File: src/hw/rtl/scsg_pkg.sv
package scsg_pkg;

  localparam int STEP_COUNT_BITS = 24;
  localparam int FRACTION_BITS   = 16;

  localparam int PERIOD_W       = 16;
  localparam int DIST_W         = 24;
  localparam int DIST_FRAC_BITS = 8;
  localparam int SPM_W          = 8;
  localparam int PCT_W          = 6;
  localparam int CFG_DATA_W     = 16;
  localparam int CFG_INDEX_W    = 2;

  localparam int RAW_W  = DIST_W + SPM_W - DIST_FRAC_BITS;
  localparam int SAT_W  = (RAW_W > STEP_COUNT_BITS) ? RAW_W : STEP_COUNT_BITS;
  localparam int NUM_W  = STEP_COUNT_BITS + FRACTION_BITS;
  localparam int X_W    = FRACTION_BITS + 1;
  localparam int SQ_W   = 2 * X_W;
  localparam int S_W    = FRACTION_BITS + 3;
  localparam int BL_W   = S_W + PERIOD_W;

  // floor(n / 100) as floor((n >> 2) * ceil(2^k / 25) >> k)
  localparam int RAMP_PROD_W  = STEP_COUNT_BITS + PCT_W;
  localparam int QUARTER_W    = RAMP_PROD_W - 2;
  localparam int RECIP_SHIFT  = QUARTER_W + 5;
  localparam int RECIP_W      = RECIP_SHIFT - 4;
  localparam int RECIP_PROD_W = QUARTER_W + RECIP_W;
  localparam longint unsigned RECIP_25_FULL = ((64'd1 << RECIP_SHIFT) + 64'd24) / 64'd25;

  localparam int QUEUE_DEPTH = 2;

  localparam logic [PERIOD_W-1:0]        SLOW_RESET = PERIOD_W'(3000);
  localparam logic [PERIOD_W-1:0]        FAST_RESET = PERIOD_W'(300);
  localparam logic [SPM_W-1:0]           SPM_RESET  = SPM_W'(25);
  localparam logic [PCT_W-1:0]           PCT_RESET  = PCT_W'(20);
  localparam logic [PCT_W-1:0]           PCT_MAX    = PCT_W'(50);
  localparam logic [RECIP_W-1:0]         RECIP_25   = RECIP_W'(RECIP_25_FULL);
  localparam logic [STEP_COUNT_BITS-1:0] STEP_MAX   = '1;
  localparam logic [X_W-1:0]             ONE_Q      = X_W'(1) << FRACTION_BITS;

  typedef enum logic [CFG_INDEX_W-1:0] {
    REG_SLOW = 2'd0,
    REG_FAST = 2'd1,
    REG_SPM  = 2'd2,
    REG_RAMP = 2'd3
  } cfg_reg_t;

  typedef struct packed {
    logic [PERIOD_W-1:0] slow_period;
    logic [PERIOD_W-1:0] fast_period;
    logic [SPM_W-1:0]    step_scale;
    logic [PCT_W-1:0]    ramp_percent;
  } cfg_t;

  typedef struct packed {
    logic                       start;
    logic [STEP_COUNT_BITS-1:0] total;
  } entry_t;

  typedef struct packed {
    logic full;
    logic empty;
  } q_status_t;

endpackage

File: src/hw/rtl/scsg_fifo.sv
module scsg_fifo
  import scsg_pkg::*;
(
  input  logic      clk,
  input  logic      rst,
  input  logic      push,
  input  entry_t    push_data,
  input  logic      pop,
  output entry_t    pop_data,
  output q_status_t status
);

  localparam int PTR_W = (QUEUE_DEPTH > 1) ? $clog2(QUEUE_DEPTH) : 1;
  localparam int CNT_W = $clog2(QUEUE_DEPTH + 1);

  entry_t             slots [QUEUE_DEPTH];
  logic [PTR_W-1:0]   wr_ptr;
  logic [PTR_W-1:0]   rd_ptr;
  logic [CNT_W-1:0]   count;

  function automatic logic [PTR_W-1:0] advance(input logic [PTR_W-1:0] ptr);
    return (ptr == PTR_W'(QUEUE_DEPTH - 1)) ? '0 : ptr + PTR_W'(1);
  endfunction

  assign status.full  = (count == CNT_W'(QUEUE_DEPTH));
  assign status.empty = (count == '0);
  assign pop_data     = slots[rd_ptr];

  always_ff @(posedge clk) begin
    if (push) begin
      slots[wr_ptr] <= push_data;
    end
  end

  always_ff @(posedge clk) begin
    if (rst) begin
      wr_ptr <= '0;
      rd_ptr <= '0;
      count  <= '0;
    end else begin
      if (push) begin
        wr_ptr <= advance(wr_ptr);
      end
      if (pop) begin
        rd_ptr <= advance(rd_ptr);
      end
      if (push && !pop) begin
        count <= count + CNT_W'(1);
      end else if (pop && !push) begin
        count <= count - CNT_W'(1);
      end
    end
  end

endmodule

File: config.mk
export PLATFORM = sky130hd
export DESIGN_NAME = scsg_fifo
export DESIGN_NICKNAME = d
export VERILOG_FILES = /design/src/hw/rtl/scsg_pkg.sv /design/src/hw/rtl/scsg_fifo.sv
export SDC_FILE = /design/constraint.sdc
export NUM_CORES = 1
export LEC_CHECK = 0
export BUFFER_PORTS_ARGS = -buffer_cell sky130_fd_sc_hd__buf_2
export CAP_MARGIN = 10
export CORE_MARGIN = 2
export CORE_UTILIZATION = 46
export DETAILED_ROUTE_END_ITERATION = 7
export PLACE_DENSITY = 0.74
export RECOVER_POWER = 50
export SETUP_SLACK_MARGIN = 0.05
export SLEW_MARGIN = 20
export SYNTH_ARGS = -nofsm -noshare
export SYNTH_HDL_FRONTEND = slang
export SYNTH_SLANG_ARGS = --single-unit
export TNS_END_PERCENT = 100
File: constraint.sdc
create_clock -name clk -period 1.9 [get_ports clk]
set_input_delay 0.19 -clock clk [delete_from_list [all_inputs] [get_ports clk]]
set_output_delay 0.19 -clock clk [all_outputs]
set_load 0.01 [all_outputs]
Word-level counts from Yosys, hierarchy flattened

Memory sizes are Yosys's and may differ from the RTL's. A register that Yosys moved wholly into a read port is not among the register bits.
Cells that the tools add are included.

Multiplexer cells: 8
Eq/ne operators: 1
Reduce and logical (&&, ||, !) cells: 6
Add/subtract/negate cells: 4

Operators by type and width:

| cell                                             | number |
|---|---|
| 2-to-1 mux 1 bit                                 | 6 |
| 2-to-1 mux 2 bit                                 | 2 |
| adder 1 bit, second input constant               | 2 |
| adder 2 x 1 -> 2 bit, second input constant      | 1 |
| equality test 2 bit, second input constant       | 1 |
| logical AND 1 bit                                | 2 |
| logical NOT 1 bit                                | 2 |
| logical NOT 2 bit                                | 1 |
| nonzero test 2 bit                               | 1 |
| subtractor 2 x 1 -> 2 bit, second input constant | 1 |

Memory bits (writable): 50
Logic and storage cells: 23
Output and inout port bits: 27
Memories: 1
Register bits: 4

Memories:

| memory | depth | width | rd ports | clocked after memory_dff | wr ports | RTL line        | source |
|---|---|---|---|---|---|---|---|
| slots  | 2     | 25    | 1        | 1                        | 1        | scsg_fifo.sv:16 | `entry_t slots [QUEUE_DEPTH];` |

Logic depth before layout (Yosys ltp)

Depth after elaboration: 4
Depth in mapped cells: 5
Mapped depth without buffers: 5

Worst setup path after synthesis

No wires, ideal clock.

Path kind: register to register
Start: reg wr_ptr
End: mem slots[0][0] (netlist name), enable pin
Library setup time: 0.410 ns
Clock period less this slack: 1.870 ns
Cell stages (with the launch flop): 2
Arrival time: 1.460 ns
Buffers on the path: 0
Required time: 1.490 ns
Path slack: 0.030 ns
Cell sequence: dfxtp_1 -> nor2b_1

RTL lines:

| item                   | RTL line        | source |
|---|---|---|
| from (decl)            | scsg_fifo.sv:17 | `logic [PTR_W-1:0] wr_ptr;` |
| from (signal assigned) | scsg_fifo.sv:42 | `wr_ptr <= advance(wr_ptr);` |
| to (decl)              | scsg_fifo.sv:16 |  |

No word-level cell before the write port.

==> out/summary.txt <==
===============================================================================
Final sum of negative setup slack                                          0 ns
Layout cell share with drive strength beyond 1                            48.5%
Half-perimeter wire length of the detailed placement result             2.36 mm
PortBufs                                                                     55
Length in cells of the worst reg-to-reg path                                  2
Worst Tran Pin Value                                                   0.628 ns
Number of gates on the worst path with buffers counted                        3
Number of H-tree levels                                                       2
Non-filler cells in the finished layout                                     217
Number of setup violations in the final report                                0
Kind of capture point of the worst setup path                       output port
Die height                                                              70.1 um
Synthesized instance count                                                  100
Critical path type                                                 flop to output port
HP Class                                                           input port to flop
Count of endpoints failing hold in the final timing report                    0
CP bufs+invs                                                                  2
Unrepaired setup endpoints after global routing                           false
Required time at the worst-slack endpoint                               1.71 ns
Initial cell density of the core                                          46.8%
Final cycle utilization of the critical path                              83.1%
Net count of the finished layout                                            194
# Max-Cap Violations                                                          0
Reg2reg start                                                            wr_ptr
Shortest clock period the worst path allows after layout                1.58 ns
Via-to-Cell Ratio                                                          4.84
Slowest stage delay, CP                                                 0.37 ns
Yosys warns                                                                   0
Placed Cells incl. Taps                                                     209
Antenna violations before repair                                              0
Crit path cell chain                                               buf_4, mux2_2, buf_2
Worst hold path startpoint                                         push_data[8]
Share of Yosys cell area claimed by the top area cell type                74.7%
Iteration count of the initial detailed-routing pass                          4
Reg-to-reg endpoint                                                slots[1][12]
Mean instance size in the synthesized netlist                        20.1 sq um
Highest clock frequency the design can meet                           0.634 GHz
Number of cells upsized or downsized after cts                                0
Clk pin slew, worst setup/hold paths                                    0.10 ns
Internal reg-to-reg setup slack                                         0.49 ns
Congestion Overflow GR                                                        0
Maximum clock insertion buffer count                                          2
Share of the core filled with cells                                       57.4%
Iteration-0 DRC count of the detailed router                                 76
Area used by multi-input combinational logic                          388 sq um
Post-route antenna net violation count                                        0
Worst IR drop on VDD                                                   0.615 mV
TritonCTS buffer count                                                        5
Full die area                                                        4920 sq um
Register area                                                        1600 sq um
Commonest non-fill, non-tap cell in the layout                         edfxtp_1
Clock root buffer                                                      clkbuf_8
Dominant cell type by area after synthesis                             edfxtp_1
Rel. slew slack                                                           58.1%
Fin area                                                             2470 sq um
Design Power                                                            2.50 mW
Post-CTS Hold Buffers                                                         0
FILL cells                                                                  342
Total via count in the routed design                                       1051
Die width                                                               70.1 um
Power density normalized to cell area                              1010 nW/um^2
Global-route wire length before repair                                  5.19 mm
Hold endpoint                                                       slots[0][8]
Instance area at placement                                           2370 sq um
Area Overhead vs Synth                                                    22.7%
Worst slack, placed                                                    0.653 ns
Fraction of the yosys area taken by sequential cells                      79.7%
Final wirelength                                                        3.26 mm
Total count of max-transition violations in the final report                  0
Pin count of the biggest net entering global routing                         26
Number of instances on the worst hold path                                    1
Crit path max-delay family                                         buffers and inverters
Synthesized net count                                                       130
Clock tree from TritonCTS                                                 built
Run status                                                         finished, final reports clean
Worst-skew pair later-pin latency                                       0.31 ns
Leak                                                                   0.916 nW
Core area                                                            4290 sq um
Via count of the first global-routing pass                                 1137
Post-Synthesis Cell Area                                             2010 sq um
Fin Hold WS                                                           0.0645 ns
Kind of start point of the critical path                                   flop
Fin Clk Skew                                                         0.00478 ns
Ant. Diodes                                                                   0
Slowest library cell on the worst path                                   mux2_2
Number of different library cells in the post-synthesis netlist              16
Flip-flop and latch count after synthesis                                    55
Commonest cells after routing, fill and taps aside                 edfxtp_1 (50), buf_2 (41), mux2_2 (25)
Final weighted congestion of routability-driven global placement          0.723
All-layer global routing usage                                            14.4%
Top area cells in the synthesized netlist                          edfxtp_1 (75%), mux2_2 (14%), dfxtp_1 (5.0%)
Postcts setup bufs                                                            0
Total clock sinks                                                            55
Number of remaining DRC errors                                                0
I/O pin cnt                                                                  56
CP Max Fanout                                                                14
Row cnt                                                                      24
Final Worst Setup Slack                                                0.322 ns
Detailed-route wire length per cell                                     15.0 um
WP data arrival                                                         1.39 ns
===============================================================================
==> synthesized netlist by cell type <==
| library cell | count |
|---|---|
| xnor2_1 | 2 |
| mux2_2 | 25 |
| or3_1 | 1 |
| and2_1 | 1 |
| nor2_1 | 5 |
| inv_1 | 1 |
| xor2_1 | 2 |
| and2b_2 | 1 |
| a21oi_1 | 1 |
| buf_4 | 2 |
| ha_1 | 1 |
| nor2b_1 | 1 |
| o21ai_0 | 1 |
| buf_2 | 1 |
| dfxtp_1 | 5 |
| edfxtp_1 | 50 |
==> layout make-up <==
type,instances,share of cell area [%]
clock buffer,5,2.79
sequential,55,64.9
clock inverter,3,1.93
inverter,1,0.152
multi-input combinational,41,15.7
timing repair buffer,60,11.8
tap,52,2.64
==> routing by layer <==
metal  part of all wire, %  global-route usage (%)
met1                    40                    15.3
met2                    53                    25.7
met3                   5.4                    4.18
met4                   1.8                    7.69
met5                     0                       0
==> sequential cells by signal, indices dropped and copies added, names as in the netlist, named ones only <==
name / flops
count: 2
rd_ptr: 1
slots: 50
wr_ptr: 1
==> worst register-to-register path, stage by stage, from the launching register on <==
cell and delay [ns]:
dfxtp_1 0.38, and2_0 0.17, clkbuf_1 0.50
==> report_power, final <==
part / internal, mW / switching (mW)
sequential: 1.41 / 0.0249
clock: 0.399 / 0.371
combinational: 0.146 / 0.155
total: 1.95 / 0.551
==> cell families after synthesis <==
kind of cell,Yosys count,share of synthesized area [%]
and+or+nand+nor,9,2.30
xor gates and xnor gates,4,1.74
AOI/OAI and AO/OA,2,0.497
muxes,25,14.0
DFF,55,79.7
buffers and inverters,4,1.18
adders and majority gates,1,0.622
==> how the worst max path moves through the flow <==
stage | slack [ns] | from | end
floorplan | 0.50 | wr_ptr | slots[0][0]
global placement | 0.69 | flop | pop_data[10]
detailed placement | 0.65 | flop | pop_data[10]
CTS | 0.31 | flop | pop_data[10]
global route | 0.27 | flop | pop_data[20]
finish | 0.32 | flop | pop_data[3]
Note: power is estimated with default switching activity, not from simulation.
