`src/hw/rtl/scsg_pkg.sv`:
```
package scsg_pkg;

  localparam int STEP_COUNT_BITS = 24;
  localparam int FRACTION_BITS   = 16;

  localparam int PERIOD_W       = 16;
  localparam int DIST_W         = 24;
  localparam int DIST_FRAC_BITS = 8;
  localparam int SPM_W          = 8;
  localparam int PCT_W          = 6;
  localparam int CFG_DATA_W     = 16;
  localparam int CFG_INDEX_W    = 2;

  localparam int RAW_W  = DIST_W + SPM_W - DIST_FRAC_BITS;
  localparam int SAT_W  = (RAW_W > STEP_COUNT_BITS) ? RAW_W : STEP_COUNT_BITS;
  localparam int NUM_W  = STEP_COUNT_BITS + FRACTION_BITS;
  localparam int X_W    = FRACTION_BITS + 1;
  localparam int SQ_W   = 2 * X_W;
  localparam int S_W    = FRACTION_BITS + 3;
  localparam int BL_W   = S_W + PERIOD_W;

  // floor(n / 100) as floor((n >> 2) * ceil(2^k / 25) >> k)
  localparam int RAMP_PROD_W  = STEP_COUNT_BITS + PCT_W;
  localparam int QUARTER_W    = RAMP_PROD_W - 2;
  localparam int RECIP_SHIFT  = QUARTER_W + 5;
  localparam int RECIP_W      = RECIP_SHIFT - 4;
  localparam int RECIP_PROD_W = QUARTER_W + RECIP_W;
  localparam longint unsigned RECIP_25_FULL = ((64'd1 << RECIP_SHIFT) + 64'd24) / 64'd25;

  localparam int QUEUE_DEPTH = 2;

  localparam logic [PERIOD_W-1:0]        SLOW_RESET = PERIOD_W'(3000);
  localparam logic [PERIOD_W-1:0]        FAST_RESET = PERIOD_W'(300);
  localparam logic [SPM_W-1:0]           SPM_RESET  = SPM_W'(25);
  localparam logic [PCT_W-1:0]           PCT_RESET  = PCT_W'(20);
  localparam logic [PCT_W-1:0]           PCT_MAX    = PCT_W'(50);
  localparam logic [RECIP_W-1:0]         RECIP_25   = RECIP_W'(RECIP_25_FULL);
  localparam logic [STEP_COUNT_BITS-1:0] STEP_MAX   = '1;
  localparam logic [X_W-1:0]             ONE_Q      = X_W'(1) << FRACTION_BITS;

  typedef enum logic [CFG_INDEX_W-1:0] {
    REG_SLOW = 2'd0,
    REG_FAST = 2'd1,
    REG_SPM  = 2'd2,
    REG_RAMP = 2'd3
  } cfg_reg_t;

  typedef struct packed {
    logic [PERIOD_W-1:0] slow_period;
    logic [PERIOD_W-1:0] fast_period;
    logic [SPM_W-1:0]    step_scale;
    logic [PCT_W-1:0]    ramp_percent;
  } cfg_t;

  typedef struct packed {
    logic                       start;
    logic [STEP_COUNT_BITS-1:0] total;
  } entry_t;

  typedef struct packed {
    logic full;
    logic empty;
  } q_status_t;

endpackage

```
`src/hw/rtl/scsg_div.sv`:
```
module scsg_div
  import scsg_pkg::*;
(
  input  logic                       clk,
  input  logic                       rst,
  input  logic                       start,
  input  logic [NUM_W-1:0]           num,
  input  logic [STEP_COUNT_BITS-1:0] den,
  output logic                       done,
  output logic [NUM_W-1:0]           quo
);

  localparam int CNT_W = $clog2(NUM_W);

  logic                       active;
  logic [CNT_W-1:0]           cnt;
  logic [STEP_COUNT_BITS-1:0] rem;
  logic [STEP_COUNT_BITS:0]   trial;
  logic                       fits;

  assign trial = {rem, quo[NUM_W-1]};
  assign fits  = (trial >= {1'b0, den});

  always_ff @(posedge clk) begin
    if (rst) begin
      active <= 1'b0;
      done   <= 1'b0;
      cnt    <= '0;
    end else begin
      done <= 1'b0;
      if (start) begin
        active <= 1'b1;
        cnt    <= '0;
      end else if (active) begin
        cnt <= cnt + CNT_W'(1);
        if (cnt == CNT_W'(NUM_W - 1)) begin
          active <= 1'b0;
          done   <= 1'b1;
        end
      end
    end
  end

  always_ff @(posedge clk) begin
    if (start) begin
      rem <= '0;
      quo <= num;
    end else if (active) begin
      rem <= fits ? STEP_COUNT_BITS'(trial - {1'b0, den}) : trial[STEP_COUNT_BITS-1:0];
      quo <= {quo[NUM_W-2:0], fits};
    end
  end

endmodule

```
`config.mk`:
```
export PLATFORM = sky130hd
export DESIGN_NAME = scsg_div
export DESIGN_NICKNAME = d
export VERILOG_FILES = /design/src/hw/rtl/scsg_pkg.sv /design/src/hw/rtl/scsg_div.sv
export SDC_FILE = /design/constraint.sdc
export NUM_CORES = 1
export LEC_CHECK = 0
export ABC_CLOCK_PERIOD_IN_PS = 3050
export BUFFER_PORTS_ARGS = -buffer_cell sky130_fd_sc_hd__buf_4
export CELL_PAD_IN_SITES_DETAIL_PLACEMENT = 0
export CELL_PAD_IN_SITES_GLOBAL_PLACEMENT = 1
export CORE_MARGIN = 2
export CORE_UTILIZATION = 41
export DETAILED_ROUTE_END_ITERATION = 8
export PLACE_DENSITY = 0.81
export SLEW_MARGIN = 25
export SYNTH_ARGS = -nofsm -noshare
export SYNTH_HDL_FRONTEND = slang
export SYNTH_SLANG_ARGS = --single-unit
export TNS_END_PERCENT = 30
```
`constraint.sdc`:
```
create_clock -name clk -period 3.05 [get_ports clk]
set_clock_uncertainty 0.1 [all_clocks]
set_input_delay 0 -clock clk [delete_from_list [all_inputs] [get_ports clk]]
set_output_delay 0 -clock clk [all_outputs]
set_load 0.01 [all_outputs]
```
### After elaboration in Yosys (flattened, before gate mapping)

Cells that the tools add are included.
W data, S select, Z words.

| word-level totals | value |
|---|---|
| input port bits | 67 |
| latch bits | 0 |
| word-level logic and storage cells | 20 |
| memories kept | 0 |
| output and inout port bits | 41 |
| bits in read-only memories | 0 |
| bits in writable memories | 0 |
| register bits | 72 |

| cells by class | value |
|---|---|
| shifts and indexed selects | 0 |
| $mul | 0 |
| muxes and demuxes | 7 |
| div/mod/pow operators | 0 |
| eq/ne operators | 1 |
| bitwise operators | 1 |
| $add $sub $neg | 2 |
| $lt $le $gt $ge | 1 |
| reductions and logical operators | 3 |

Operator list:

| operator | count |
|---|---|
| $mux W40 | 2 |
| $ge A25 B24 Y1 | 1 |
| $mux W24 | 1 |
| $sub A24 B24 Y24 | 1 |
| $add A6 B1 Y6 const B | 1 |
| $eq A6 B6 Y1 const B | 1 |
| $mux W1 | 4 |
| $reduce_or A3 Y1 | 1 |
| $reduce_bool A2 Y1 | 1 |
| $reduce_or A2 Y1 | 1 |
| $not A1 Y1 | 1 |

### Depth between registers and ports, before layout

| logic depth | value |
|---|---|
| depth in word-level cells | 4 |
| depth in mapped cells | 12 |
| mapped depth without buffers | 12 |

### Worst setup path before layout

No wires, ideal clock.

| timing | value |
|---|---|
| path kind | register to register |
| start point | register quo[39] |
| end point | register rem[16] |
| path buffers | 0 |
| arrival time | 2.448 ns |
| clock period less this slack | 2.633 ns |
| stages on the path, launching flop included | 13 |
| library setup time | 0.086 ns |
| slack | 0.417 ns |
| cell sequence | edfxtp_1 inv_1 ha_1 fa_1 nor2b_1 o21ai_0 nand3_1 and4_1 o31ai_4 o31ai_1 xor2_1 mux2i_1 a211oi_1 |

| on the way | value |
|---|---|
| longest elaborated chain between the ends | 2 |

Ends and longest elaborated chain:

| item | RTL line | source |
|---|---|---|
| start, declared | scsg_div.sv:10 | `output logic [NUM_W-1:0] quo` |
| start signal, assigned | scsg_div.sv:47 | `quo <= num;` |
| start signal, assigned | scsg_div.sv:50 | `quo <= {quo[NUM_W-2:0], fits};` |
| $sub A24 B24 Y24 / $ge A25 B24 Y1 (equally long branches) | scsg_div.sv:49, scsg_div.sv:22 |  |
| $mux W24 (*) | scsg_div.sv:49 | `rem <= fits ? STEP_COUNT_BITS'(trial - {1'b0, den}) : trial[STEP_COUNT_BITS-1:0];` |
| end signal, assigned | scsg_div.sv:49 |  |
| end, declared | scsg_div.sv:17 | `logic [STEP_COUNT_BITS-1:0] rem;` |

Every way passes the cells marked *; elsewhere a longest branch is shown, timed or not.
A chain may end at the register's enable or synchronous reset.

### Worst setup path in the final report

| timing | value |
|---|---|
| start point | register rem[3] |
| end point | register rem[3] |

| on the way | value |
|---|---|
| longest elaborated chain between the ends | 2 |

Ends and longest elaborated chain:

| item | RTL line | source |
|---|---|---|
| $ge A25 B24 Y1 | scsg_div.sv:22 | `assign fits = (trial >= {1'b0, den});` |
| $mux W24 | scsg_div.sv:49 |  |

Every way passes these cells.

==> qor.yml <==
global_routing:
  gr-total-overflow: 0
  antenna_found_initial: 0
  grt_pass1_vias: 3476
  track_usage_pct: 18.98
  grt_max_degree: 41
  grt_pass1_wl_mm: 16.98
outcome:
  status: "finished clean"
cts:
  clock_sinks: 72
  clk_latency_ps: 350
  tritoncts: "built"
  clk_path_buf_depth: 2
  h-tree-depth: 3
  cts_made_buffers: 9
  root_buffer: "clkbuf_8"
  clkTransAtPathRegs_ps: 80
sta:
  max_freq_ghz: 0.3511
  finalHoldViolCount: 0
  finalSetupTns_ps: 0
  finalHoldWorstSlack_ps: 53.03
  worst_pin_slew_ps: 666.2
  rsz0062_at_grt: "no"
  layout_worst_path_cycle_share_pct: 93.38
  setup_violations: 0
  relSlewSlack_pct: 55.43
  drv_slew: 0
  post-route-min-period_ps: 2848
yosys:
  ys.flop_type: "edfxtp_1"
  ys_seq_area_share_pct: 43.12
  synthesis.instances: 419
  synth_fp_nets: 512
  synth_fa_ha_area_share_pct: 7.791
  yosys.area_share.simple_pct: 11.01
  yosysWarningCount: 0
  synth_cell_types: 50
  synth_xor_xnor_area_share_pct: 4.716
  synth_top_family_by_area: "compound AO/OA/AOI/OAI gates"
  synth.avg_cell_area_sq_um: 10.19
  async_reset_ff_share_pct: 0
  synth_compound_area_share_pct: 16.73
  synth_seq_cells: 72
  synth.area.mux_share_pct: 12.16
  synth_edf_count: 40
  syn_area_sq_um: 4272
routing:
  drt-wirelength-per-cell_um: 15.15
  drc: 0
  routed_wl_mm: 10.74
  drtIter0Drc: 203
  ant_nets: 0
  firstDrtPassIters: 7
  via_count: 3584
  routed_via_density: 5.055
layout:
  area_delta_synth_final_pct: 36.00
  multiInputGateArea_sq_um: 2238
  drive_gt1_share_pct: 30.72
  fin_area_sq_um: 5809
  ff_latch_area_sq_um: 1842
  diodes: 0
  nets: 661
  fill_cells: 881
pwr:
  leakage_nw: 2.528
  ir_worst_vdd_mv: 0.2035
  power.density_nw_per_um2: 432.2
worst_setup_path:
  path_buf_inv: 1
  criticalPathCategory: "reg2reg"
  path_delay_family: "compound AO/OA/AOI/OAI gates"
  slowest_delay_ps: 530
  critPathSlowestCell: "or4_4"
  crit_path_end_kind: "flop"
  cp.arrival_ps: 2960
  cp.required_ps: 3160
  critical_path.max_fanout: 7
  start_kind: "flop"
  crit_chain: "ha_1, or4_4, o21ai_2, a21oi_2, a221o_4, a31oi_4, buf_4, mux2i_1, a211oi_1"
floorplanning:
  dieArea_sq_um: 11250
  die_h_um: 106.1
  pin_count: 108
  core_sq_um: 10230
  die_x_um: 106.1
  start_util_pct: 41.75
  row_count: 37
place:
  placed_cell_area_sq_um: 5220
  port_buffers: 107
  hpwl_mm: 7.440
  place.gp.congestion: 0.8076
run:
  cap_violations: 0
min_path:
  hold_class: "in2reg"
[cell usage after synthesis (6+ instances only)]
library cell	n	share of area [%]
mux2_2	39	10
a211oi_1	19	3.3
edfxtp_1	40	28
a21o_1	6	1.1
nand2_1	17	1.5
mux2i_1	8	1.9
a21oi_1	32	3.7
and3_1	6	0.88
nand3_1	6	0.70
inv_1	29	2.5
o21ai_0	17	2.0
clkbuf_1	9	0.79
xnor2_1	13	2.7
nand2b_1	6	0.88
xor2_1	10	2.1
nor2_1	41	3.6
ha_1	25	7.3
dfxtp_1	32	15
[layout by cell type (no fill, tap or decap), drive strengths merged, types with 5 or more instances in the layout]
master,Yosys,layout
a21o,6,6
nor2,41,41
ha,25,25
nand2,17,17
a21oi,33,33
nand4,5,5
mux2i,8,8
o21ai,19,19
o31ai,5,5
buf,8,114
nor2b,5,5
inv,29,30
mux2,39,39
dfxtp,32,32
and3,6,6
xnor2,13,13
xor2,10,10
clkbuf,9,10
a211oi,19,19
nand3,6,6
dlygate4sd3,0,41
a22oi,5,5
nand2b,6,6
edfxtp,40,40
[layout make-up]
cell class | count | share of cell area, %
clock inverters | 6 | 0.7538
repair buffers | 155 | 22.01
multi-input cells | 301 | 38.53
flip-flops and latches | 72 | 31.70
inverters | 29 | 1.874
clock buffers | 10 | 2.197
well taps | 136 | 2.929
[what timing repair did]
item	4_1_cts	5_1_grt
hold buffers	41	0
buffers inserted	0	1
setup endpoints to repair	0	3
endpoints found under the hold margin	48	0
resized for setup	0	1
[flip-flops by register name (all words and copies together), names as in the netlist]
signal  flops
quo        40
rem        24
cnt         6
active      1
done        1
[report_power, final]
| part | switching, W | internal [W] | total (W) |
|---|---|---|---|
| registers | 0.0000521 | 0.00112 | 0.00117 |
| clock network | 0.000383 | 0.000298 | 0.000681 |
| logic | 0.000310 | 0.000349 | 0.000659 |
| total | 0.000745 | 0.00177 | 0.00251 |
[routing by layer]
metal  routed length (um)  track usage (%)
met2                 5118            31.61
met5                    0                0
met3                  414            3.188
met4                  222            7.801
met1                 4986            24.49
[cells by family after synthesis]
logic type | count (synthesis)
DFF | 72
xor gates and xnor gates | 23
AOI/OAI and AO/OA | 106
adders and majority gates | 26
buffers and inverters | 46
muxes | 47
and+or+nand+nor | 99
[path summary, 6_finish.rpt]
check	startpoint	endpoint	slack [ps]	cells after the start
hold / removal	start	rem[16]$_SDFFE_PP0P_	50	2
setup / recovery	rem[3]$_SDFFE_PP0P_	rem[3]$_SDFFE_PP0P_	200	9
hold reg to reg	cnt[5]$_SDFFE_PP0P_	cnt[5]$_SDFFE_PP0P_	400	2
setup reg to reg	rem[3]$_SDFFE_PP0P_	rem[3]$_SDFFE_PP0P_	200	9
[per-stage QoR]
step / instances / utilization (%) / worst slack [ps] / total power (W)
finish: 709 / 56.78 / 201.9 / 0.002511
global route: 709 / 56.78 / 10.81 / 0.002635
CTS: 708 / 56.71 / 137.0 / 0.002522
detailed placement: 651 / 51.02 / 164.4 / 0.001800
global placement: 651 / 51.02 / 241.2 / 0.001792
floorplan: 419 / - / 416.5 / 0.001566
No activity file was read; power rests on OpenSTA's default activity.
