`config.mk`:
```
export PLATFORM = sky130hd
export DESIGN_NAME = scsg_front_flat
export DESIGN_NICKNAME = d
export VERILOG_FILES = /design/src/hw/rtl/scsg_pkg.sv /design/src/hw/rtl/scsg_if.sv /design/src/hw/rtl/scsg_front.sv /design/src/flat_wrapper.sv
export SDC_FILE = /design/constraint.sdc
export NUM_CORES = 1
export LEC_CHECK = 0
export BUFFER_PORTS_ARGS = -buffer_cell sky130_fd_sc_hd__buf_2
export CORE_MARGIN = 3
export CORE_UTILIZATION = 69
export DETAILED_ROUTE_END_ITERATION = 8
export PLACE_DENSITY = 0.95
export SYNTH_ARGS = -nofsm -noshare
export SYNTH_HDL_FRONTEND = slang
export SYNTH_SLANG_ARGS = --single-unit
```
`constraint.sdc`:
```
create_clock -name vclk -period 10.4
set_clock_uncertainty 0.15 [all_clocks]
set_input_delay 1.04 -clock vclk [all_inputs]
set_output_delay 1.04 -clock vclk [all_outputs]
set_load 0.01 [all_outputs]
```
`src/hw/rtl/scsg_pkg.sv`:
```
package scsg_pkg;

  localparam int STEP_COUNT_BITS = 24;
  localparam int FRACTION_BITS   = 16;

  localparam int PERIOD_W       = 16;
  localparam int DIST_W         = 24;
  localparam int DIST_FRAC_BITS = 8;
  localparam int SPM_W          = 8;
  localparam int PCT_W          = 6;
  localparam int CFG_DATA_W     = 16;
  localparam int CFG_INDEX_W    = 2;

  localparam int RAW_W  = DIST_W + SPM_W - DIST_FRAC_BITS;
  localparam int SAT_W  = (RAW_W > STEP_COUNT_BITS) ? RAW_W : STEP_COUNT_BITS;
  localparam int NUM_W  = STEP_COUNT_BITS + FRACTION_BITS;
  localparam int X_W    = FRACTION_BITS + 1;
  localparam int SQ_W   = 2 * X_W;
  localparam int S_W    = FRACTION_BITS + 3;
  localparam int BL_W   = S_W + PERIOD_W;

  // floor(n / 100) as floor((n >> 2) * ceil(2^k / 25) >> k)
  localparam int RAMP_PROD_W  = STEP_COUNT_BITS + PCT_W;
  localparam int QUARTER_W    = RAMP_PROD_W - 2;
  localparam int RECIP_SHIFT  = QUARTER_W + 5;
  localparam int RECIP_W      = RECIP_SHIFT - 4;
  localparam int RECIP_PROD_W = QUARTER_W + RECIP_W;
  localparam longint unsigned RECIP_25_FULL = ((64'd1 << RECIP_SHIFT) + 64'd24) / 64'd25;

  localparam int QUEUE_DEPTH = 2;

  localparam logic [PERIOD_W-1:0]        SLOW_RESET = PERIOD_W'(3000);
  localparam logic [PERIOD_W-1:0]        FAST_RESET = PERIOD_W'(300);
  localparam logic [SPM_W-1:0]           SPM_RESET  = SPM_W'(25);
  localparam logic [PCT_W-1:0]           PCT_RESET  = PCT_W'(20);
  localparam logic [PCT_W-1:0]           PCT_MAX    = PCT_W'(50);
  localparam logic [RECIP_W-1:0]         RECIP_25   = RECIP_W'(RECIP_25_FULL);
  localparam logic [STEP_COUNT_BITS-1:0] STEP_MAX   = '1;
  localparam logic [X_W-1:0]             ONE_Q      = X_W'(1) << FRACTION_BITS;

  typedef enum logic [CFG_INDEX_W-1:0] {
    REG_SLOW = 2'd0,
    REG_FAST = 2'd1,
    REG_SPM  = 2'd2,
    REG_RAMP = 2'd3
  } cfg_reg_t;

  typedef struct packed {
    logic [PERIOD_W-1:0] slow_period;
    logic [PERIOD_W-1:0] fast_period;
    logic [SPM_W-1:0]    step_scale;
    logic [PCT_W-1:0]    ramp_percent;
  } cfg_t;

  typedef struct packed {
    logic                       start;
    logic [STEP_COUNT_BITS-1:0] total;
  } entry_t;

  typedef struct packed {
    logic full;
    logic empty;
  } q_status_t;

endpackage

```
`src/hw/rtl/scsg_if.sv`:
```
interface scsg_req_if;
  import scsg_pkg::*;
  logic              valid;
  logic              ready;
  logic              kind;
  logic [DIST_W-1:0] distance_q8;

  modport source (output valid, kind, distance_q8, input ready);
  modport sink (input valid, kind, distance_q8, output ready);
endinterface


```
`src/hw/rtl/scsg_front.sv`:
```
module scsg_front
  import scsg_pkg::*;
(
  scsg_req_if.sink         req,
  input  logic [SPM_W-1:0] step_scale,
  input  q_status_t        q_stat,
  output logic             push,
  output entry_t           push_data
);

  logic [DIST_W+SPM_W-1:0] product;
  logic [RAW_W-1:0]        raw;
  logic [SAT_W-1:0]        raw_ext;

  assign product = (DIST_W+SPM_W)'(req.distance_q8) * (DIST_W+SPM_W)'(step_scale);
  assign raw     = product[DIST_W+SPM_W-1:DIST_FRAC_BITS];
  assign raw_ext = SAT_W'(raw);

  assign req.ready       = !q_stat.full;
  assign push            = req.valid && !q_stat.full;
  assign push_data.start = req.kind;
  assign push_data.total = (raw_ext > SAT_W'(STEP_MAX)) ? STEP_MAX
                                                        : STEP_COUNT_BITS'(raw_ext);

endmodule

```
`src/flat_wrapper.sv`:
```
// flat-port wrapper written by rule: the top's interface ports become plain ports
module scsg_front_flat import scsg_pkg::*;
  (step_scale, q_stat, push, push_data, req_valid, req_kind, req_distance_q8, req_ready);
  scsg_req_if req_i ();
  input  logic [SPM_W-1:0] step_scale;
  input  q_status_t q_stat;
  output logic push;
  output entry_t push_data;
  input wire logic [$bits(req_i.valid)-1:0] req_valid;
  input wire logic [$bits(req_i.kind)-1:0] req_kind;
  input wire logic [$bits(req_i.distance_q8)-1:0] req_distance_q8;
  output wire logic [$bits(req_i.ready)-1:0] req_ready;
  assign req_i.valid = req_valid;
  assign req_i.kind = req_kind;
  assign req_i.distance_q8 = req_distance_q8;
  assign req_ready = req_i.ready;
  scsg_front u_core (.req(req_i), .step_scale(step_scale), .q_stat(q_stat), .push(push), .push_data(push_data));
endmodule
```
Yosys cells after proc, flatten, opt, wreduce, memory -nomap -nowiden
Index checks and enable logic that the tools add are counted.
W data, S select, Z words.
- register bits after elaboration: 0
- logic and storage cells: 5
- multipliers: 1
- order comparisons: 1
- multiplexer cells: 1
- reduce and logical (&&, ||, !) cells: 2
- operators with widths (cell ; number):
    $mul A24 B8 Y32 ; 1
    $gt A24 B24 Y1 const B ; 1
    $mux W24 ; 1
    $logic_and A1 B1 Y1 ; 1
    $logic_not A1 Y1 ; 1

Depth between registers and ports, before layout
Gate-level depths: netlist of run 1.
- depth after elaboration: 3
- gate-level depth with buffers: 19

Least setup slack after synthesis of run 1
No wires, ideal clock.
- path type: input -> output
- from: input step_scale[6]
- to: output push_data[22] (netlist name)
- arrival: 5.237 ns
- required time: 9.210 ns
- path slack: 3.973 ns
- cell stages on the path: 17
- cell sequence: clkbuf_1 -> and2_1 -> fa_1 -> fa_1 -> fa_1 -> inv_1 -> fa_1 -> inv_1 -> ha_1 -> buf_4 -> a21oi_2 -> o41ai_1 -> a31o_1 -> a211o_4 -> a21oi_4 -> mux2i_1 -> o211ai_1
- RTL lines (what ; RTL line ; RTL):
    from (decl) ; flat_wrapper.sv:5 ; input logic [SPM_W-1:0] step_scale;
    to (decl) ; flat_wrapper.sv:8 ; output entry_t push_data;

==> flow_metrics.py, run 1 <==
metrics = {
    "pwr": {
        "power_frac_comb": 1.000,
        "p_leak_nw": 3.44,
        "p_int_mw": 0.733,
        "clkPwrFrac": 0,
        "power_frac_seq": 0,
        "swShare": 0.584,
        "p_switching_mw": 1.03,
        "vdd_drop_max_v": 0.000380,
        "power_density_mw_per_mm2": 274,
    },
    "setup_path": {
        "cp_max_fo": 24,
        "path_buf_inv": 4,
        "crit_chain": "buf_2 -> and2_1 -> fa_1 -> fa_1 -> fa_1 -> inv_1 -> fa_1 -> inv_1 -> ha_1 -> a21oi_1 -> o41ai_1 -> a31o_1 -> a211o_4 -> a21oi_4 -> mux2i_1 -> o211ai_1 -> buf_2",
        "cp_common_cell": "fa_1",
        "crit_path_top_delay_cell": "fa_1",
        "cp_top_family": "adder cells",
        "cp-end-kind": "output port",
        "required_ns": 9.21,
        "cp_slowest_stage_delay_ns": 0.56,
        "critPathKind": "input pin to output port",
        "cp.arrival_ns": 5.87,
        "cp-start-kind": "input pin",
    },
    "yosys": {
        "syn_avg_cell_area_um2": 8.49,
        "ys_top_cells_by_area": "fa_1 43%, and2_1 15%, ha_1 10%",
        "synth_area_mm2": 0.00610,
        "ys_top_cells_by_count": "149 x inv_1, 146 x and2_1, 131 x fa_1",
        "synth_cells": 719,
        "yosysSeqAreaShare": 0,
        "synth.largest_area_cell": "fa_1",
        "synth_top_cell_area_share": 0.430,
        "synth.most_common_cell": "inv_1",
        "synth_nets": 935,
        "synth.distinct_cells": 49,
        "ys_warn_count": 0,
    },
    "final_layout": {
        "syn_to_final_growth_pct": 5.39,
        "flops_and_latches": 0,
        "fin_util": 0.767,
        "fill_cells": 602,
        "final_net_count": 972,
        "seqCellArea_um2": 0,
        "clkbuf_count": 0,
        "n_antenna_cell": 0,
        "drive_gt1_frac": 0.0902,
    },
    "route": {
        "routed-wl-met2_um": 7930,
        "drt-pass1-iter-count": 4,
        "highest_layer": "met4",
        "via_count": 5078,
        "wl_met1_um": 5320,
        "remaining_drc_errors": 0,
        "drt_iter0_markers": 264,
        "totalWireLength_um": 14800,
        "ant_nets": 0,
        "vias_per_cell": 5.91,
        "wire_per_inst_um": 17.2,
        "dr_wl_met3_um": 948,
    },
    "sta": {
        "fin_setup_tns_ns": 0,
        "min_period_ns": 7.06,
        "maxSlewHeadroom": 0.651,
        "setup_slack_ns": 3.34,
        "setup_viol": 0,
        "rsz0062_at_grt": "false",
        "max_freq_mhz": 142,
        "hold_viol": 0,
        "worstMarginPinSlew_ns": 0.521,
        "drv_slew": 0,
        "fin_crit_sh": 0.679,
    },
    "global_routing": {
        "grt_max_degree": 25,
        "grt_use_total": 0.315,
        "overflow": 0,
        "antenna_found_initial": 0,
        "grt_pass1_vias": 5806,
        "grt_pass1_wl_um": 25700,
    },
    "status": {
        "outcome": "finished, final reports clean",
    },
    "floorplanning": {
        "rows": 33,
        "fp.coreArea_mm2": 0.00838,
        "die-height_um": 100,
        "initial_core_util": 0.728,
        "design.die.area_mm2": 0.0100,
        "die_width_um": 100,
        "ioPinCount": 63,
    },
    "run": {
        "cap_violations": 0,
    },
    "clocking": {
        "ctsHoldBuffers": 0,
        "cts_setup_buffers": 0,
        "cts_resized": 0,
    },
    "worst_hold_path": {
        "hp-class": "input pin to output port",
        "min_path_cells": 0,
        "hold_start": "req_kind",
        "whs_endpoint": "push_data[24]",
    },
    "place": {
        "io_buffers": 60,
        "place_congestion": 0.954,
        "dp_hpwl_um": 12200,
        "dpl_worst_slack_ns": 3.36,
    },
}
routing by layer:
| layer | vias to the layer above | track usage |
|---|---|---|
| li1 | 2270 | - |
| met2 | 187 | 0.597 |
| met5 | - | 0 |
| met4 | 0 | 0.126 |
| met1 | 2557 | 0.363 |
| met3 | 64 | 0.0320 |
power by group through the flow:
stage | logic (mW) | clock network, mW | registers, mW
6_report | 1.76 | 0 | 0
5_1_grt | 1.96 | 0 | 0
4_1_cts | 1.75 | 0 | 0
2_1_floorplan | 1.26 | 0 | 0
3_3_place_gp | 1.67 | 0 | 0
3_5_place_dp | 1.74 | 0 | 0
cell families after synthesis:
logic type | after synthesis | share of synthesized area
AO/OA/AOI/OAI | 88 | 0.0997
XOR/XNOR | 19 | 0.0273
adder cells (fa/ha/maj) | 180 | 0.530
buffers and inverters | 174 | 0.108
multiplexers | 2 | 0.00328
AND/OR/NAND/NOR | 256 | 0.231
layout by cell type, fill, tap and decap left out, types with 10 or more instances in the layout:
| master | count |
|---|---|
| xnor2_1 | 10 |
| a21oi_1 | 27 |
| a21o_1 | 18 |
| fa_1 | 131 |
| nand3_1 | 10 |
| ha_1 | 49 |
| buf_2 | 60 |
| nor2_1 | 12 |
| and2_1 | 146 |
| nand2_1 | 63 |
| inv_1 | 149 |
worst max path at each step:
stage / start / to / slack [ns] / cells past startpoint
6_report: step_scale[2] / push_data[22] / 3.34 / 17
5_1_grt: step_scale[6] / push_data[15] / 3.06 / 17
4_1_cts: step_scale[6] / push_data[22] / 3.36 / 17
3_5_place_dp: step_scale[6] / push_data[22] / 3.36 / 17
3_3_place_gp: step_scale[6] / push_data[19] / 3.48 / 17
2_1_floorplan: step_scale[6] / push_data[22] / 3.97 / 17
metrics by stage:
stage | hold slack, ns | cells | power (mW) | instance area, µm²
after floorplan | 1.97 | 719 | 1.26 | 6100
after global placement | 1.93 | 859 | 1.67 | 6430
after detailed placement | 1.93 | 859 | 1.74 | 6430
after CTS | 1.93 | 859 | 1.75 | 6430
after global routing | 1.93 | 859 | 1.96 | 6430
final | 1.93 | 859 | 1.76 | 6430
cell type report:
type,instances,area (µm²),share of cell area
timing repair buffer,60,300,0.0467
inverter,149,559,0.0870
multi-input combinational,545,5440,0.846
tap,105,131,0.0204
Note: power is estimated with default switching activity, not from simulation.
==> run 2: changes to the inputs <==
Settings changed: CORE_UTILIZATION 69 to 58, PLACE_DENSITY 0.95 to 0.86.
Clock period 10.4 ns to 6.2 ns, I/O delays scaled along.
==> flow_metrics.py, run 2 (synthesis results as in run 1) <==
metrics = {
    "place": {
        "io_buffers": 60,
        "dp_hpwl_um": 12200,
        "place_congestion": 0.869,
        "dp.cells": 895,
    },
    "pwr": {
        "power_frac_comb": 1.000,
        "power_density_mw_per_mm2": 466,
        "p_switching_mw": 1.78,
        "swShare": 0.580,
        "power_frac_seq": 0,
        "vdd_drop_max_v": 0.000588,
        "finalPower_mw": 3.06,
        "clkPwrFrac": 0,
        "p_leak_nw": 3.48,
        "p_int_mw": 1.29,
    },
    "setup_path": {
        "critPathKind": "input pin to output port",
        "cp-end-kind": "output port",
        "cp-start-kind": "input pin",
        "cp_max_fo": 14,
        "cp.arrival_ns": 5.29,
        "required_ns": 5.43,
    },
    "final_layout": {
        "flops_and_latches": 0,
        "syn_to_final_growth_pct": 7.87,
        "seqCellArea_um2": 0,
        "n_antenna_cell": 0,
        "drive_gt1_frac": 0.110,
        "layout_commonest_cell": "inv_1",
        "fill_cells": 853,
        "clkbuf_count": 0,
        "stdcell_count": 896,
        "mostFrequentLayoutCells": "149 x inv_1, 146 x and2_1, 131 x fa_1, 63 x nand2_1, 57 x buf_2",
        "final_net_count": 981,
    },
    "sta": {
        "maxSlewHeadroom": 0.685,
        "min_period_ns": 6.06,
        "setup_viol": 0,
        "drv_slew": 0,
        "max_freq_mhz": 165,
        "fin_crit_sh": 0.978,
        "hold_viol": 0,
        "worstMarginPinSlew_ns": 0.472,
        "fin_setup_tns_ns": 0,
    },
    "route": {
        "drt-pass1-iter-count": 5,
        "ant_nets": 0,
        "via_count": 5079,
        "wire_per_inst_um": 16.5,
        "vias_per_cell": 5.67,
        "remaining_drc_errors": 0,
        "totalWireLength_um": 14800,
        "drt_iter0_markers": 282,
    },
    "floorplanning": {
        "rows": 36,
        "ioPinCount": 63,
        "design.die.area_mm2": 0.0118,
        "die_width_um": 109,
        "fp.coreArea_mm2": 0.0100,
        "die-height_um": 109,
        "initial_core_util": 0.610,
    },
    "worst_hold_path": {
        "hp-class": "input pin to output port",
    },
    "status": {
        "outcome": "finished, final reports clean",
    },
    "global_routing": {
        "antenna_found_initial": 0,
        "grt_use_total": 0.274,
        "grt_max_degree": 25,
        "grt_pass1_vias": 5704,
        "grt_pass1_wl_um": 26000,
        "overflow": 0,
    },
    "run": {
        "cap_violations": 0,
    },
}
-- run 2: cell types whose count changed in the layout (fill, tap and decap cells not counted), sizes merged --
cell,before,now
buf,60,67
clkbuf,0,2
-- run 2: layout make-up --
type	count	area, µm²	share of cell area
inverter	149	559	0.0850
tap	133	166	0.0253
timing repair buffer	69	375	0.0570
multi-input combinational	545	5480	0.833
-- run 2: final timing paths --
check / from / endpoint / slack (ns) / depth (start not counted)
hold / removal: req_kind / push_data[24] / 1.09 / 0
setup / recovery: step_scale[3] / push_data[20] / 0.14 / 18
-- run 2: metal layers --
| metal | GRT usage | vias up | part of all wire |
|---|---|---|---|
| met1 | 0.329 | 2553 | 0.38 |
| li1 | - | 2291 | - |
| met2 | 0.511 | 182 | 0.53 |
| met5 | 0 | - | 0 |
| met3 | 0.0179 | 53 | 0.046 |
| met4 | 0.105 | 0 | 0.042 |
-- run 2: worst max-delay path: stages --
cell,delay (ns)
buf_2,0.24
buf_4,0.23
and2_1,0.17
fa_1,0.44
fa_1,0.49
fa_1,0.55
inv_1,0.05
fa_1,0.52
inv_1,0.04
ha_1,0.33
and2_1,0.25
nand2_1,0.10
a2111oi_2,0.34
a211o_4,0.21
a21oi_4,0.09
buf_4,0.17
o311ai_2,0.25
buf_2,0.18
-- run 2: power groups by stage --
stage	registers, mW	logic, mW	clock network [mW]
final	0	3.06	0
after global routing	0	3.42	0
after CTS	0	3.00	0
after detailed placement	0	2.99	0
after global placement	0	2.89	0
after floorplan	0	2.11	0
-- run 2: repair_timing --
action | CTS | global route
setup buffers | 0 | 1
setup endpoints to repair | 0 | 10
resized for setup | 0 | 12
hold buffers | 0 | 0
-- run 2: per-stage QoR --
step	utilization	setup WS [ns]	cell area [µm²]	hold slack [ns]
6_report	0.658	0.135	6580	1.09
5_1_grt	0.658	-0.0356	6580	1.09
4_1_cts	0.653	0.0818	6530	1.09
3_5_place_dp	0.653	0.0827	6530	1.09
3_3_place_gp	0.653	0.167	6530	1.09
2_1_floorplan	-	0.613	6100	1.13
==> run 3: changes to the inputs <==
Settings changed: CAP_MARGIN set to 10, CORE_UTILIZATION 58 to 69, GPL_TIMING_DRIVEN set to 0, PLACE_DENSITY 0.86 to 0.95.
Clock period 6.2 ns to 7 ns, I/O delays scaled along.
==> flow_metrics.py, run 3 (synthesis results as in run 1) <==
metrics = {
    "final_layout": {
        "stdcell_area_mm2": 0.00653,
        "syn_to_final_growth_pct": 6.99,
        "clkbuf_count": 0,
        "n_antenna_cell": 0,
        "mostFrequentLayoutCells": "149 x inv_1, 146 x and2_1, 131 x fa_1, 63 x nand2_1, 60 x buf_2",
        "stdcell_count": 883,
        "fill_cells": 543,
        "final_net_count": 996,
        "layout_commonest_cell": "inv_1",
        "fin_util": 0.779,
        "drive_gt1_frac": 0.0900,
        "flops_and_latches": 0,
        "seqCellArea_um2": 0,
    },
    "floorplanning": {
        "initial_core_util": 0.728,
        "die_width_um": 100,
        "fp.coreArea_mm2": 0.00838,
        "ioPinCount": 63,
        "design.die.area_mm2": 0.0100,
        "die-height_um": 100,
        "rows": 33,
    },
    "sta": {
        "worstMarginPinSlew_ns": 0.585,
        "fin_setup_tns_ns": 0,
        "maxSlewHeadroom": 0.610,
        "max_freq_mhz": 151,
        "setup_slack_ns": 0.382,
        "whs_ns": 1.43,
        "min_period_ns": 6.62,
        "drv_slew": 0,
        "setup_viol": 0,
        "fin_crit_sh": 0.945,
        "rsz0062_at_grt": "false",
        "hold_viol": 0,
    },
    "place": {
        "dpl_worst_slack_ns": 0.462,
        "place_congestion": 0.955,
        "dp_hpwl_um": 13500,
        "placed_cell_area_mm2": 0.00653,
        "io_buffers": 59,
        "dp.cells": 883,
    },
    "setup_path": {
        "cp_slowest_stage_delay_ns": 0.56,
        "crit_start": "step_scale[3]",
        "cp-start-kind": "input pin",
        "required_ns": 6.15,
        "cp_common_cell": "fa_1",
        "cp-end-kind": "output port",
        "crit_chain": "buf_2 -> clkbuf_1 -> and2_1 -> fa_1 -> fa_1 -> fa_1 -> inv_1 -> fa_1 -> inv_1 -> ha_1 -> nand4_1 -> nor2_1 -> o2111ai_1 -> a31oi_1 -> or2_1 -> a21oi_1 -> xnor2_1 -> buf_2",
        "endpoint": "push_data[15]",
        "crit_path_top_delay_cell": "fa_1",
        "cp_max_fo": 10,
        "cp.arrival_ns": 5.77,
        "critPathKind": "input pin to output port",
    },
    "route": {
        "totalWireLength_um": 15900,
        "via_count": 5294,
        "wire_per_inst_um": 18.0,
        "drt-pass1-iter-count": 4,
        "ant_nets": 0,
        "vias_per_cell": 6.00,
        "drt_iter0_markers": 311,
        "remaining_drc_errors": 0,
    },
    "clocking": {
        "cts_setup_buffers": 0,
        "ctsHoldBuffers": 0,
        "cts_resized": 0,
    },
    "global_routing": {
        "grt_pass1_wl_um": 27300,
        "grt_pass1_vias": 5817,
        "antenna_found_initial": 0,
        "grt_max_degree": 11,
        "grt_use_total": 0.341,
        "overflow": 0,
    },
    "pwr": {
        "p_int_mw": 1.10,
        "clkPwrFrac": 0,
        "power_frac_seq": 0,
        "p_leak_nw": 3.47,
        "finalPower_mw": 2.67,
        "swShare": 0.589,
        "power_density_mw_per_mm2": 409,
        "p_switching_mw": 1.57,
        "vdd_drop_max_v": 0.000524,
        "power_frac_comb": 1.000,
    },
    "run": {
        "cap_violations": 0,
    },
    "worst_hold_path": {
        "hp-class": "input pin to output port",
    },
    "status": {
        "outcome": "finished, final reports clean",
    },
}
==> run 3: power by group through the flow <==
stage | sequential [mW] | clock [mW] | combinational [mW]
final | 0 | 0 | 2.67
after global routing | 0 | 0 | 2.97
after CTS | 0 | 0 | 2.65
after detailed placement | 0 | 0 | 2.63
after global placement | 0 | 0 | 2.50
after floorplan | 0 | 0 | 1.87
==> run 3: how the worst min path moves through the flow <==
stage,slack (ns),startpoint,depth (start not counted),to
final,1.43,req_kind,2,push_data[24]
after global routing,1.44,req_kind,2,push_data[24]
after CTS,1.44,req_kind,2,push_data[24]
after detailed placement,1.44,req_kind,2,push_data[24]
after global placement,1.44,req_kind,2,push_data[24]
after floorplan,1.29,q_stat[1],1,req_ready
==> run 3: cell type report <==
class	count	area, µm²	area share
Timing Repair Buffer	59	295	0.0452
Buffer	25	103	0.0157
Multi-Input combinational cell	545	5440	0.833
Tap cell	105	131	0.0201
Inverter	149	559	0.0857
==> run 3: critical path, delay by kind of cell <==
kind,cells,cell delay (ns)
simple gates,4,0.83
compound gates,3,0.82
fa+ha+maj,5,2.40
xor+xnor,1,0.14
buf+inv,5,0.86
==> run 3: routing by layer <==
layer | GRT usage | vias to the layer above | wire length (µm)
met5 | 0 | - | 0
met4 | 0.195 | 0 | 972
met3 | 0.0535 | 89 | 1200
met2 | 0.600 | 292 | 8150
met1 | 0.394 | 2591 | 5550
li1 | - | 2322 | -
